<file path="src/rtl/rit_pkg.sv">
// Shared types and constants for the readiness interest table.
package rit_pkg;

    localparam int FD_W   = 4;
    localparam int INT_W  = 2;
    localparam int DATA_W = 64;
    localparam int MASK_W = 16;
    localparam int MAXEV_W = 5;

    // Descriptors at or above this number never count as open.
    localparam logic [FD_W:0] FD_COUNT = (FD_W + 1)'(16);

    // Most events one poll reports.
    localparam logic [MAXEV_W-1:0] RESULT_CAP = MAXEV_W'(16);

    typedef enum logic [1:0] {
        OP_ADD  = 2'd0,
        OP_DEL  = 2'd1,
        OP_MOD  = 2'd2,
        OP_POLL = 2'd3
    } t_op;

    typedef enum logic [2:0] {
        ST_OK        = 3'd0,
        ST_NOT_OPEN  = 3'd1,
        ST_DUP       = 3'd2,
        ST_FULL      = 3'd3,
        ST_NOT_FOUND = 3'd4
    } t_status;

    typedef enum logic [1:0] {
        S_IDLE,
        S_SCAN,
        S_FINISH
    } t_state;

    // One stored entry: descriptor, interest mask and user data.
    typedef struct packed {
        logic [FD_W-1:0]   fd;
        logic [INT_W-1:0]  interest;
        logic [DATA_W-1:0] data;
    } t_slot_word;

    typedef struct packed {
        logic reject;   // answer "not open" at once
        logic load;     // latch the request and start a table walk
        logic scan;     // walk in progress
        logic finish;   // close the request and emit its final result
    } t_ctl_cmd;

    typedef struct packed {
        logic reject;     // request on the inputs is refused outright
        logic scan_done;  // every slot read and processed
    } t_ctl_sts;

endpackage

</file>
<file path="src/rtl/rit_ram.sv">
// Generic single-write, single-read RAM with registered read data.
module rit_ram #(
    parameter int WIDTH = 8,
    parameter int DEPTH = 16
) (
    input  logic                                 i_clk,
    input  logic                                 i_we,
    input  logic [(DEPTH > 1 ? $clog2(DEPTH) : 1)-1:0] i_waddr,
    input  logic [WIDTH-1:0]                     i_wdata,
    input  logic                                 i_re,
    input  logic [(DEPTH > 1 ? $clog2(DEPTH) : 1)-1:0] i_raddr,
    output logic [WIDTH-1:0]                     o_rdata
);

    logic [WIDTH-1:0] r_mem [DEPTH];
    logic [WIDTH-1:0] r_rdata;

    always_ff @(posedge i_clk) begin
        if (i_we) begin
            r_mem[i_waddr] <= i_wdata;
        end
        if (i_re) begin
            r_rdata <= r_mem[i_raddr];
        end
    end

    assign o_rdata = r_rdata;

endmodule

</file>
<file path="src/rtl/rit_ctrl.sv">
// Sequencer for the readiness interest table: idle, table walk, finish.
module rit_ctrl (
    input  logic              i_clk,
    input  logic              i_rst_n,
    input  logic              start,
    output logic              busy,
    input  rit_pkg::t_ctl_sts i_sts,
    output rit_pkg::t_ctl_cmd o_cmd
);

    rit_pkg::t_state r_state;
    rit_pkg::t_state n_state;

    always_ff @(posedge i_clk) begin
        if (!i_rst_n) begin
            r_state <= rit_pkg::S_IDLE;
        end else begin
            r_state <= n_state;
        end
    end

    always_comb begin
        n_state = r_state;
        o_cmd   = '0;
        busy    = 1'b1;
        unique case (r_state)
            rit_pkg::S_IDLE: begin
                busy = 1'b0;
                if (start) begin
                    if (i_sts.reject) begin
                        o_cmd.reject = 1'b1;
                    end else begin
                        o_cmd.load = 1'b1;
                        n_state    = rit_pkg::S_SCAN;
                    end
                end
            end
            rit_pkg::S_SCAN: begin
                o_cmd.scan = 1'b1;
                if (i_sts.scan_done) begin
                    n_state = rit_pkg::S_FINISH;
                end
            end
            rit_pkg::S_FINISH: begin
                o_cmd.finish = 1'b1;
                n_state      = rit_pkg::S_IDLE;
            end
            default: begin
                n_state = rit_pkg::S_IDLE;
            end
        endcase
    end

endmodule

</file>
<file path="src/rtl/rit_dpath.sv">
// Datapath: request registers, slot store, valid bits, walk pipeline and result register.
module rit_dpath #(
    parameter int TABLE_SLOTS = 16
) (
    input  logic                             i_clk,
    input  logic                             i_rst_n,
    input  rit_pkg::t_ctl_cmd                i_cmd,
    output rit_pkg::t_ctl_sts                o_sts,
    input  logic [1:0]                       i_operation,
    input  logic [rit_pkg::FD_W-1:0]         i_fd,
    input  logic [rit_pkg::INT_W-1:0]        i_interest,
    input  logic [rit_pkg::DATA_W-1:0]       i_user_data,
    input  logic [rit_pkg::MAXEV_W-1:0]      i_max_events,
    input  logic [rit_pkg::MASK_W-1:0]       i_open_mask,
    input  logic [rit_pkg::MASK_W-1:0]       i_read_ready_mask,
    input  logic [rit_pkg::MASK_W-1:0]       i_write_ready_mask,
    output logic                             o_result_strobe,
    output logic [2:0]                       o_status,
    output logic                             o_has_event,
    output logic [1:0]                       o_ready_mask,
    output logic [rit_pkg::DATA_W-1:0]       o_event_data,
    output logic                             o_last
);

    localparam int AW = (TABLE_SLOTS > 1) ? $clog2(TABLE_SLOTS) : 1;
    localparam logic [AW:0] SLOTS = (AW + 1)'(TABLE_SLOTS);
    localparam int WORD_W = $bits(rit_pkg::t_slot_word);

    // Request
    rit_pkg::t_op                   r_op;
    logic [rit_pkg::FD_W-1:0]       r_fd;
    logic [rit_pkg::INT_W-1:0]      r_interest;
    logic [rit_pkg::DATA_W-1:0]     r_data;
    logic [rit_pkg::MAXEV_W-1:0]    r_maxev;
    logic [rit_pkg::MASK_W-1:0]     r_open;
    logic [rit_pkg::MASK_W-1:0]     r_rd;
    logic [rit_pkg::MASK_W-1:0]     r_wr;

    // Walk
    logic [AW:0]                    r_scan;
    logic                           r_q_vld;
    logic [AW-1:0]                  r_q_idx;
    logic [TABLE_SLOTS-1:0]         r_valid;
    logic                           r_hit;
    logic                           r_free_vld;
    logic [AW-1:0]                  r_free_idx;
    logic [rit_pkg::MAXEV_W-1:0]    r_cnt;
    logic                           r_pend_vld;
    logic [1:0]                     r_pend_ready;
    logic [rit_pkg::DATA_W-1:0]     r_pend_data;

    // Result
    logic                           r_o_strobe;
    rit_pkg::t_status               r_o_status;
    logic                           r_o_has_event;
    logic [1:0]                     r_o_ready;
    logic [rit_pkg::DATA_W-1:0]     r_o_data;
    logic                           r_o_last;

    logic                  in_open;
    logic                  issue;
    rit_pkg::t_slot_word   q_word;
    rit_pkg::t_slot_word   w_word;
    logic [WORD_W-1:0]     ram_rdata;
    logic                  q_live;
    logic                  q_match;
    logic                  q_fd_open;
    logic [1:0]            q_ready;
    logic                  take_event;
    logic                  mod_write;
    logic                  add_write;
    logic                  ram_we;
    logic [AW-1:0]         ram_waddr;

    assign in_open = ({1'b0, i_fd} < rit_pkg::FD_COUNT) && i_open_mask[i_fd];
    assign o_sts.reject = (rit_pkg::t_op'(i_operation) != rit_pkg::OP_POLL) && !in_open;
    assign o_sts.scan_done = (r_scan >= SLOTS) && !r_q_vld;

    assign issue = i_cmd.scan && (r_scan < SLOTS);

    assign q_word    = rit_pkg::t_slot_word'(ram_rdata);
    assign q_live    = r_q_vld && r_valid[r_q_idx];
    assign q_match   = q_live && (q_word.fd == r_fd);
    assign q_fd_open = ({1'b0, q_word.fd} < rit_pkg::FD_COUNT) && r_open[q_word.fd];
    assign q_ready   = {q_word.interest[1] & r_wr[q_word.fd],
                        q_word.interest[0] & r_rd[q_word.fd]};
    assign take_event = (r_op == rit_pkg::OP_POLL) && q_live && q_fd_open &&
                        (q_ready != 2'b00) && (r_cnt < r_maxev);

    assign mod_write = (r_op == rit_pkg::OP_MOD) && q_match && !r_hit;
    assign add_write = i_cmd.finish && (r_op == rit_pkg::OP_ADD) && !r_hit && r_free_vld;
    assign ram_we    = mod_write || add_write;
    assign ram_waddr = add_write ? r_free_idx : r_q_idx;

    always_comb begin
        w_word.fd       = add_write ? r_fd : q_word.fd;
        w_word.interest = r_interest;
        w_word.data     = r_data;
    end

    rit_ram #(
        .WIDTH (WORD_W),
        .DEPTH (TABLE_SLOTS)
    ) u_slot_ram (
        .i_clk   (i_clk),
        .i_we    (ram_we),
        .i_waddr (ram_waddr),
        .i_wdata (w_word),
        .i_re    (issue),
        .i_raddr (r_scan[AW-1:0]),
        .o_rdata (ram_rdata)
    );

    // Request latch and walk bookkeeping
    always_ff @(posedge i_clk) begin
        if (i_cmd.load) begin
            r_op       <= rit_pkg::t_op'(i_operation);
            r_fd       <= i_fd;
            r_interest <= i_interest;
            r_data     <= i_user_data;
            r_maxev    <= (i_max_events > rit_pkg::RESULT_CAP) ? rit_pkg::RESULT_CAP
                                                               : i_max_events;
            r_open     <= i_open_mask;
            r_rd       <= i_read_ready_mask;
            r_wr       <= i_write_ready_mask;
            r_scan     <= '0;
            r_hit      <= 1'b0;
            r_free_vld <= 1'b0;
            r_cnt      <= '0;
        end else begin
            if (issue) begin
                r_scan <= r_scan + 1'b1;
            end
            if (q_match && (r_op == rit_pkg::OP_ADD || r_op == rit_pkg::OP_MOD)) begin
                r_hit <= 1'b1;
            end
            if ((r_op == rit_pkg::OP_ADD) && r_q_vld && !r_valid[r_q_idx] && !r_free_vld) begin
                r_free_vld <= 1'b1;
                r_free_idx <= r_q_idx;
            end
            if (take_event) begin
                r_cnt        <= r_cnt + 1'b1;
                r_pend_ready <= q_ready;
                r_pend_data  <= q_word.data;
            end
        end
        r_q_idx <= r_scan[AW-1:0];
    end

    // Control state: read pipeline, valid bits, pending event
    always_ff @(posedge i_clk) begin
        if (!i_rst_n) begin
            r_q_vld    <= 1'b0;
            r_valid    <= '0;
            r_pend_vld <= 1'b0;
        end else begin
            r_q_vld <= issue;
            if (i_cmd.load) begin
                r_pend_vld <= 1'b0;
            end else if (take_event) begin
                r_pend_vld <= 1'b1;
            end
            if ((r_op == rit_pkg::OP_DEL) && q_match) begin
                r_valid[r_q_idx] <= 1'b0;
            end
            if (add_write) begin
                r_valid[r_free_idx] <= 1'b1;
            end
        end
    end

    // Result register: one transfer per strobe
    always_ff @(posedge i_clk) begin
        if (!i_rst_n) begin
            r_o_strobe <= 1'b0;
        end else begin
            r_o_strobe <= i_cmd.reject || i_cmd.finish || (take_event && r_pend_vld);
        end
    end

    always_ff @(posedge i_clk) begin
        r_o_status    <= rit_pkg::ST_OK;
        r_o_has_event <= 1'b0;
        r_o_ready     <= 2'b00;
        r_o_data      <= '0;
        r_o_last      <= 1'b1;
        if (i_cmd.reject) begin
            r_o_status <= rit_pkg::ST_NOT_OPEN;
        end else if (i_cmd.finish) begin
            unique case (r_op)
                rit_pkg::OP_ADD: begin
                    if (r_hit) begin
                        r_o_status <= rit_pkg::ST_DUP;
                    end else if (!r_free_vld) begin
                        r_o_status <= rit_pkg::ST_FULL;
                    end
                end
                rit_pkg::OP_DEL: begin
                    r_o_status <= rit_pkg::ST_OK;
                end
                rit_pkg::OP_MOD: begin
                    if (!r_hit) begin
                        r_o_status <= rit_pkg::ST_NOT_FOUND;
                    end
                end
                rit_pkg::OP_POLL: begin
                    if (r_pend_vld) begin
                        r_o_has_event <= 1'b1;
                        r_o_ready     <= r_pend_ready;
                        r_o_data      <= r_pend_data;
                    end
                end
                default: begin
                    r_o_status <= rit_pkg::ST_OK;
                end
            endcase
        end else if (take_event && r_pend_vld) begin
            r_o_has_event <= 1'b1;
            r_o_ready     <= r_pend_ready;
            r_o_data      <= r_pend_data;
            r_o_last      <= 1'b0;
        end
    end

    assign o_result_strobe = r_o_strobe;
    assign o_status        = r_o_status;
    assign o_has_event     = r_o_has_event;
    assign o_ready_mask    = r_o_ready;
    assign o_event_data    = r_o_data;
    assign o_last          = r_o_last;

endmodule

</file>
<file path="src/rtl/readiness_interest_table_core.sv">
// Top level of the readiness interest table: sequencer plus datapath.
//
// A table of TABLE_SLOTS watched descriptors. Pulse start while busy is low to
// transfer a request (add, delete, modify or poll). An add, delete or modify
// naming a closed descriptor is refused at once: its single result appears in the
// cycle after the transfer and busy never rises. Every other request walks the
// whole slot store, one slot per cycle through the store's single read port, and
// then closes in the finish state; busy stays high until then, so the next
// request cannot be transferred before the current one has closed. Results
// appear on o_result_strobe for exactly one cycle each and cannot be held off:
// sample them whenever the strobe is high. A poll emits its events as the walk
// finds them (each one delayed until the next is found, so that o_last can mark
// the final one) and its last event, or a single empty result, when it
// closes. Add, delete and modify each give one result with o_last set.
module readiness_interest_table_core #(
    parameter int TABLE_SLOTS = 16
) (
    input  logic                             i_clk,
    input  logic                             i_rst_n,
    input  logic                             start,
    output logic                             busy,
    input  logic [1:0]                       i_operation,
    input  logic [rit_pkg::FD_W-1:0]         i_fd,
    input  logic [rit_pkg::INT_W-1:0]        i_interest,
    input  logic [rit_pkg::DATA_W-1:0]       i_user_data,
    input  logic [rit_pkg::MAXEV_W-1:0]      i_max_events,
    input  logic [rit_pkg::MASK_W-1:0]       i_open_mask,
    input  logic [rit_pkg::MASK_W-1:0]       i_read_ready_mask,
    input  logic [rit_pkg::MASK_W-1:0]       i_write_ready_mask,
    output logic                             o_result_strobe,
    output logic [2:0]                       o_status,
    output logic                             o_has_event,
    output logic [1:0]                       o_ready_mask,
    output logic [rit_pkg::DATA_W-1:0]       o_event_data,
    output logic                             o_last
);

    rit_pkg::t_ctl_cmd cmd;
    rit_pkg::t_ctl_sts sts;

    // Sequence each request: idle, walk the slots, close.
    rit_ctrl u_ctrl (
        .i_clk   (i_clk),
        .i_rst_n (i_rst_n),
        .start   (start),
        .busy    (busy),
        .i_sts   (sts),
        .o_cmd   (cmd)
    );

    // Hold the request, the slot store and the result register.
    rit_dpath #(
        .TABLE_SLOTS (TABLE_SLOTS)
    ) u_dpath (
        .i_clk              (i_clk),
        .i_rst_n            (i_rst_n),
        .i_cmd              (cmd),
        .o_sts              (sts),
        .i_operation        (i_operation),
        .i_fd               (i_fd),
        .i_interest         (i_interest),
        .i_user_data        (i_user_data),
        .i_max_events       (i_max_events),
        .i_open_mask        (i_open_mask),
        .i_read_ready_mask  (i_read_ready_mask),
        .i_write_ready_mask (i_write_ready_mask),
        .o_result_strobe    (o_result_strobe),
        .o_status           (o_status),
        .o_has_event        (o_has_event),
        .o_ready_mask       (o_ready_mask),
        .o_event_data       (o_event_data),
        .o_last             (o_last)
    );

endmodule

</file>
<file path="config.mk">
export PLATFORM = sky130hd
export DESIGN_NAME = readiness_interest_table_core
export DESIGN_NICKNAME = d
export VERILOG_FILES = /design/src/rtl/rit_pkg.sv /design/src/rtl/rit_ram.sv /design/src/rtl/rit_ctrl.sv /design/src/rtl/rit_dpath.sv /design/src/rtl/readiness_interest_table_core.sv
export SDC_FILE = /design/constraint.sdc
export NUM_CORES = 1
export LEC_CHECK = 0
export BUFFER_PORTS_ARGS = -buffer_cell sky130_fd_sc_hd__buf_4
export CAP_MARGIN = 25
export CORE_AREA = 5 5 433 435
export CTS_BUF_LIST = sky130_fd_sc_hd__clkbuf_4
export CTS_CLUSTER_DIAMETER = 120
export DETAILED_ROUTE_END_ITERATION = 6
export DIE_AREA = 0 0 438 440
export GPL_TIMING_DRIVEN = 1
export PLACE_DENSITY = 0.41
export SETUP_SLACK_MARGIN = 0.02
export SLEW_MARGIN = 20
export SYNTH_ARGS = -nofsm -noshare
export SYNTH_HDL_FRONTEND = slang
export SYNTH_HIERARCHICAL = 1
export SYNTH_SLANG_ARGS = --single-unit
</file>
<file path="constraint.sdc">
create_clock -name i_clk -period 21.9 [get_ports i_clk]
set_clock_uncertainty 0.05 [all_clocks]
set_input_delay 3.285 -clock i_clk [delete_from_list [all_inputs] [get_ports i_clk]]
set_output_delay 3.285 -clock i_clk [all_outputs]
set_load 0.02 [all_outputs]
</file>
# --- Yosys cells after proc, flatten, opt, wreduce, memory -nomap -nowiden ---
# Memory sizes are Yosys's and may differ from the RTL's. A register that Yosys moved wholly into a read port is not among the register bits.
# Index checks and enable logic that the tools add are counted.
# W data, S select, Z words.
totals:
  register_bits: 303
  ram_bits: 1120
  inputBits: 128
  out_inout_bits: 73
  memories: 1
op_classes:
  add_sub_neg: 2
  n_lt_le_gt_ge: 10
  eq_ne: 10
  mux: 50
  bitwise_logic: 8
  reduce_logical: 40
mem_list:
  columns: ["name", "depth", "word_bits", "rd", "rd_ports_with_merged_regs", "wr", "line_no", "rtl"]
  rows:
  - ["u_dpath.u_slot_ram.r_mem", 16, 70, 1, 1, 1, "rit_ram.sv:15", "logic [WIDTH-1:0] r_mem [DEPTH];"]
op_table:
  columns: ["cell", "n"]
  rows:
  - ["$mux W64", 4]
  - ["$mux W16", 3]
  - ["$logic_and A1 B1 Y1", 22]
  - ["$bmux W1 S4", 5]
  - ["$lt A4 B5 Y1 const B", 4]
  - ["$mux W1", 20]
  - ["$mux W2", 10]
  - ["$and A16 B16 Y16", 1]
  - ["$not A16 Y16", 1]
  - ["$or A16 B16 Y16", 1]
  - ["$add A5 B1 Y5 const B", 2]
  - ["$demux W1 S4", 2]
  - ["$ge A4 B1 Y1 const B", 2]
  - ["$mux W4", 2]
  - ["$ne A2 B2 Y1 const B", 4]
  - ["$eq A2 B2 Y1 const B", 3]
  - ["$mux W3", 2]
  - ["$pmux W3 S2", 1]
  - ["$reduce_or A2 Y1", 3]
  - ["$ge A5 B5 Y1 const B", 1]
  - ["$gt A5 B5 Y1 const B", 1]
  - ["$logic_not A1 Y1", 5]
  - ["$lt A5 B5 Y1", 1]
  - ["$lt A5 B5 Y1 const B", 1]
  - ["other kinds (10)", 19]

# --- Depth between registers and ports, before layout ---
logic_depth:
  depth_word: 10
  ltp_mapped: 10
  mapped_depth_nobuf: 8

# --- Modules after synthesis ---
# Netlist, hierarchy kept.
by_module_without_submodules:
  columns: ["mod", "n_inst", "cells_per_inst", "area_per_inst_um2", "seq_area_each_um2"]
  rows:
  - ["rit_ram", 1, 1800, 44024.7, 35734.3]
  - ["rit_dpath", 1, 646, 10457.5, 7977.7]
  - ["rit_ctrl", 1, 14, 126.4, 40.0]

# --- Least setup slack after synthesis ---
# No wires, ideal clock.
synth_path:
  path_type: "in2reg"
  startpoint: "in i_fd[0] (netlist bit)"
  endpoint: "reg u_dpath/r_pend_data[0] (netlist bit) (enable)"
  setup_time_ps: 566
  arrival_time_ps: 15634
  setup_slack_ps: 5650
  stages: 6
  path_buffers: 0
  path_cell_list: "mux4_2 -> mux4_2 -> a21oi_1 -> nor3b_1 -> inv_1 -> o2111a_1"
synth_lines:
  columns: ["element", "line_no", "rtl"]
  rows:
  - ["start: declaration", "readiness_interest_table_core.sv:23", "input logic [rit_pkg::FD_W-1:0] i_fd,"]
  - ["end signal: assignment", "rit_dpath.sv:144", "r_pend_data <= q_word.data;"]
  - ["end: declaration", "rit_dpath.sv:50", "logic [rit_pkg::DATA_W-1:0] r_pend_data;"]

==> impl_metrics.tcl <==
set metrics [dict create \
    status "finished, final reports clean" \
    p_int_w 0.005032 \
    grt_max_degree 143 \
    switching_share_pct 25.43 \
    p_sw_w 0.001716 \
    maxCapViolCount 0 \
    grt_setup_unrepaired "no" \
    synth_edf_count 1385 \
    p_leak_nw 20.84 \
    grt_pass1_vias 29670 \
    fin_nets 3154 \
    grt_pass1_wl_mm 208.1 \
    die_area_mm2 0.1927 \
    htreeDepth 5 \
    synth_nets 2594 \
    vias_per_cell 4.727 \
    cts_buffers 419 \
    criticalPathCategory "in -> reg" \
    synthesis.area_mm2 0.05461 \
    hold_violations 0 \
    drive_gt1_share_pct 37.44 \
    tightest_slew_ns 1.078 \
    start_util_pct 29.89 \
    clockBufferDepth 4 \
    pre_cts_ws_ns 15.03 \
    synth_seq_area_share_pct 80.12 \
    cp.arrival_ns 6.33 \
    drtPass1Iterations 5 \
    multi_input_area_mm2 0.01031 \
    routedWlPerCell_um 25.50 \
    place.detailed.hpwl_mm 72.87 \
    core_area_mm2 0.1827 \
    fmax_mhz 180.0 \
    stdcell_area_mm2 0.06423 \
    io_buffers 200 \
    hp-class "reg -> reg" \
    vdd_ir_drop_max_uv 92.87 \
    die_y_um 440 \
    ios 201 \
    die_x_um 438 \
    syn_inst 2460 \
    clkTransAtPathRegs_ns 0.07 \
    regArea_mm2 0.04376 \
    syn_avg_cell_area_um2 22.20 \
    antenna_found_initial 6 \
    setup_viol 0 \
    antenna_left 0 \
    fin_crit_sh_pct 25.36 \
    clkSinkCount 1493 \
    drt-total-wl_mm 145.6 \
    p_clk_share_pct 36.1 \
    fill_cells 17180 \
    postCtsHoldBufs 0 \
    grt_remaining_overflow 0 \
    slew_viol_final 0 \
    post_cts_resized 0 \
    post_cts_buffers 0 \
    yosysWarnings 6 \
    core.rowCount 157 \
    critical_path.startpoint_type "primary input" \
    critPathMaxFanout 41 \
    crit_required_ns 22.68 \
    syn2layout_area_growth_pct 17.62 \
    endpoint_kind "register" \
    synth-main-ff-cell "edfxtp_1" \
    finalWorstSetupSlack_ns 16.35 \
    gr-usage-all-layers_pct 15.04 \
    power_frac_comb_pct 14.8 \
    drt_iter0_drc 1579 \
    clockRootBuffer "clkbuf_4" \
    ys_types 53 \
    cellPowerDensity_mw_per_mm2 105.1 \
    power.share.sequential_pct 49.1 \
    synth-async-reset-ratio_pct 0 \
    tritoncts "yes" \
    period_needed_ns 5.554 \
    placed_cell_area_mm2 0.05911 \
    clk_latency_ns 1.32 \
    relSlewSlack_pct 28.13 \
    ys_seq_elements 1493 \
    vias 26990 \
    drcViolationCount 0 \
    gp_congestion 0.7269 \
    fin_setup_tns_ns 0 \
]
==> placed cells by master (no fill, tap or decap), types with 11 or more instances in the layout <==
| master | instances |
|---|---|
| nand2_1 | 122 |
| a21boi_0 | 64 |
| clkbuf_4 | 615 |
| clkinv_1 | 82 |
| nor2b_1 | 13 |
| mux4_2 | 292 |
| a22oi_1 | 144 |
| nor2_4 | 13 |
| nand2b_1 | 11 |
| edfxtp_1 | 1385 |
| nor2_1 | 20 |
| mux2i_1 | 25 |
| clkinv_2 | 14 |
| buf_4 | 255 |
| o21ai_0 | 20 |
| dfxtp_1 | 106 |
==> power groups by stage <==
stage / registers, W / clock network (W) / logic (W)
finish: 0.00331 / 0.00244 / 0.000999
global route: 0.00332 / 0.00271 / 0.00109
CTS: 0.00332 / 0.00255 / 0.00103
detailed placement: 0.00338 / 0 / 0.00103
global placement: 0.00337 / 0 / 0.00101
floorplan: 0.00332 / 0 / 0.000832
==> worst paths after layout <==
| kind | from | to | slack [ns] | depth (start not counted) |
|---|---|---|---|---|
| worst max-delay path | i_fd[0] | u_dpath/r_pend_data[5] | 16.35 | 8 |
| worst min register to register | u_dpath/u_slot_ram/o_rdata[50] | u_dpath/r_pend_data[50] | 0.28 | 0 |
| worst min-delay path | u_dpath/u_slot_ram/o_rdata[50] | u_dpath/r_pend_data[50] | 0.28 | 0 |
| worst max register to register | u_dpath/r_q_idx[0] | u_dpath/u_slot_ram/r_mem[10][51] | 16.67 | 10 |
==> layout make-up <==
cell class | count | area share (%)
timing repair buffer | 261 | 3.191
tap | 2385 | 4.646
sequential | 1493 | 68.13
clock inverter | 106 | 0.7285
inverter | 9 | 0.05260
antenna | 4 | 0.01558
clock buffer | 615 | 7.188
multi-input combinational | 836 | 16.05
==> worst max-delay path: stages <==
cell,delay [ns]
buf_4,0.14
mux4_2,0.52
mux4_2,0.48
a21oi_1,0.25
nor3b_2,0.13
inv_1,0.18
o2111a_4,0.56
buf_4,0.70
==> synth_stat cells, types with 3 or more instances <==
library cell	count	share of area (%)
ha_1	6	0.14
buf_4	7	0.096
xnor2_1	5	0.080
a211oi_1	4	0.055
nand2b_1	11	0.13
a21boi_0	64	0.88
buf_1	5	0.034
o21ai_0	20	0.18
dfxtp_1	108	4.0
nand4_1	3	0.034
nor2_1	33	0.23
mux2i_1	25	0.46
nand3_1	9	0.082
and3_1	3	0.034
mux2_2	5	0.10
nor3b_1	3	0.041
clkbuf_1	59	0.41
a21boi_1	8	0.11
nor3_1	5	0.046
a21oi_1	6	0.055
and2_1	5	0.057
edfxtp_1	1385	76
nand4b_1	3	0.048
buf_6	21	0.43
a22oi_1	144	2.0
inv_1	9	0.062
mux4_2	292	12
nand2_1	123	0.85
o211ai_1	3	0.041
nor2b_1	16	0.18
a21boi_2	10	0.21
buf_2	29	0.27
==> sequential cells by signal (all words and copies together), names as in the netlist, 2 cells and up <==
| name | cells |
|---|---|
| u_dpath/u_slot_ram/r_mem | 1120 |
| u_dpath/u_slot_ram/o_rdata | 70 |
| u_dpath/o_event_data | 64 |
| u_dpath/r_data | 64 |
| u_dpath/r_pend_data | 64 |
| u_dpath/r_open | 16 |
| u_dpath/r_rd | 16 |
| u_dpath/r_valid | 16 |
| u_dpath/r_wr | 16 |
| u_dpath/r_cnt | 5 |
| u_dpath/r_maxev | 5 |
| u_dpath/r_scan | 5 |
| u_dpath/r_fd | 4 |
| u_dpath/r_free_idx | 4 |
| u_dpath/r_q_idx | 4 |
| u_dpath/o_status | 3 |
| u_ctrl/r_state | 2 |
| u_dpath/o_ready_mask | 2 |
| u_dpath/r_interest | 2 |
| u_dpath/r_op | 2 |
| u_dpath/r_pend_ready | 2 |
==> metal layers <==
layer  wire length [um]  GRT usage [%]  part of all wire (%)  vias to the layer above
met5                  0              0                     0                        -
met4               3049          4.753                   2.1                        0
met3               7941          3.708                   5.5                      245
met2              74060          25.89                    51                      837
met1              60510          18.70                    42                    14260
li1                   -              -                     -                    11650
==> through the flow <==
step / cells / hold slack [ns] / power (W) / utilization [%]
2_1_floorplan: 2460 / 0.3293 / 0.004150 / -
3_3_place_gp: 4981 / 0.3516 / 0.004385 / 32.33
3_5_place_dp: 4983 / 0.3545 / 0.004406 / 32.35
4_1_cts: 5704 / 0.2606 / 0.006898 / 35.14
5_1_grt: 5709 / 0.2722 / 0.007122 / 35.16
6_report: 5709 / 0.2817 / 0.006748 / 35.16
==> cells by family after synthesis <==
family	count (synthesis)	share of synthesized area (%)
fa+ha+maj	6	0.1375
xor+xnor	7	0.1123
simple gates	227	1.932
mux	322	12.60
flops	1493	80.12
buf+inv	131	1.324
compound gates	274	3.771
Note: power is estimated with default switching activity, not from simulation.
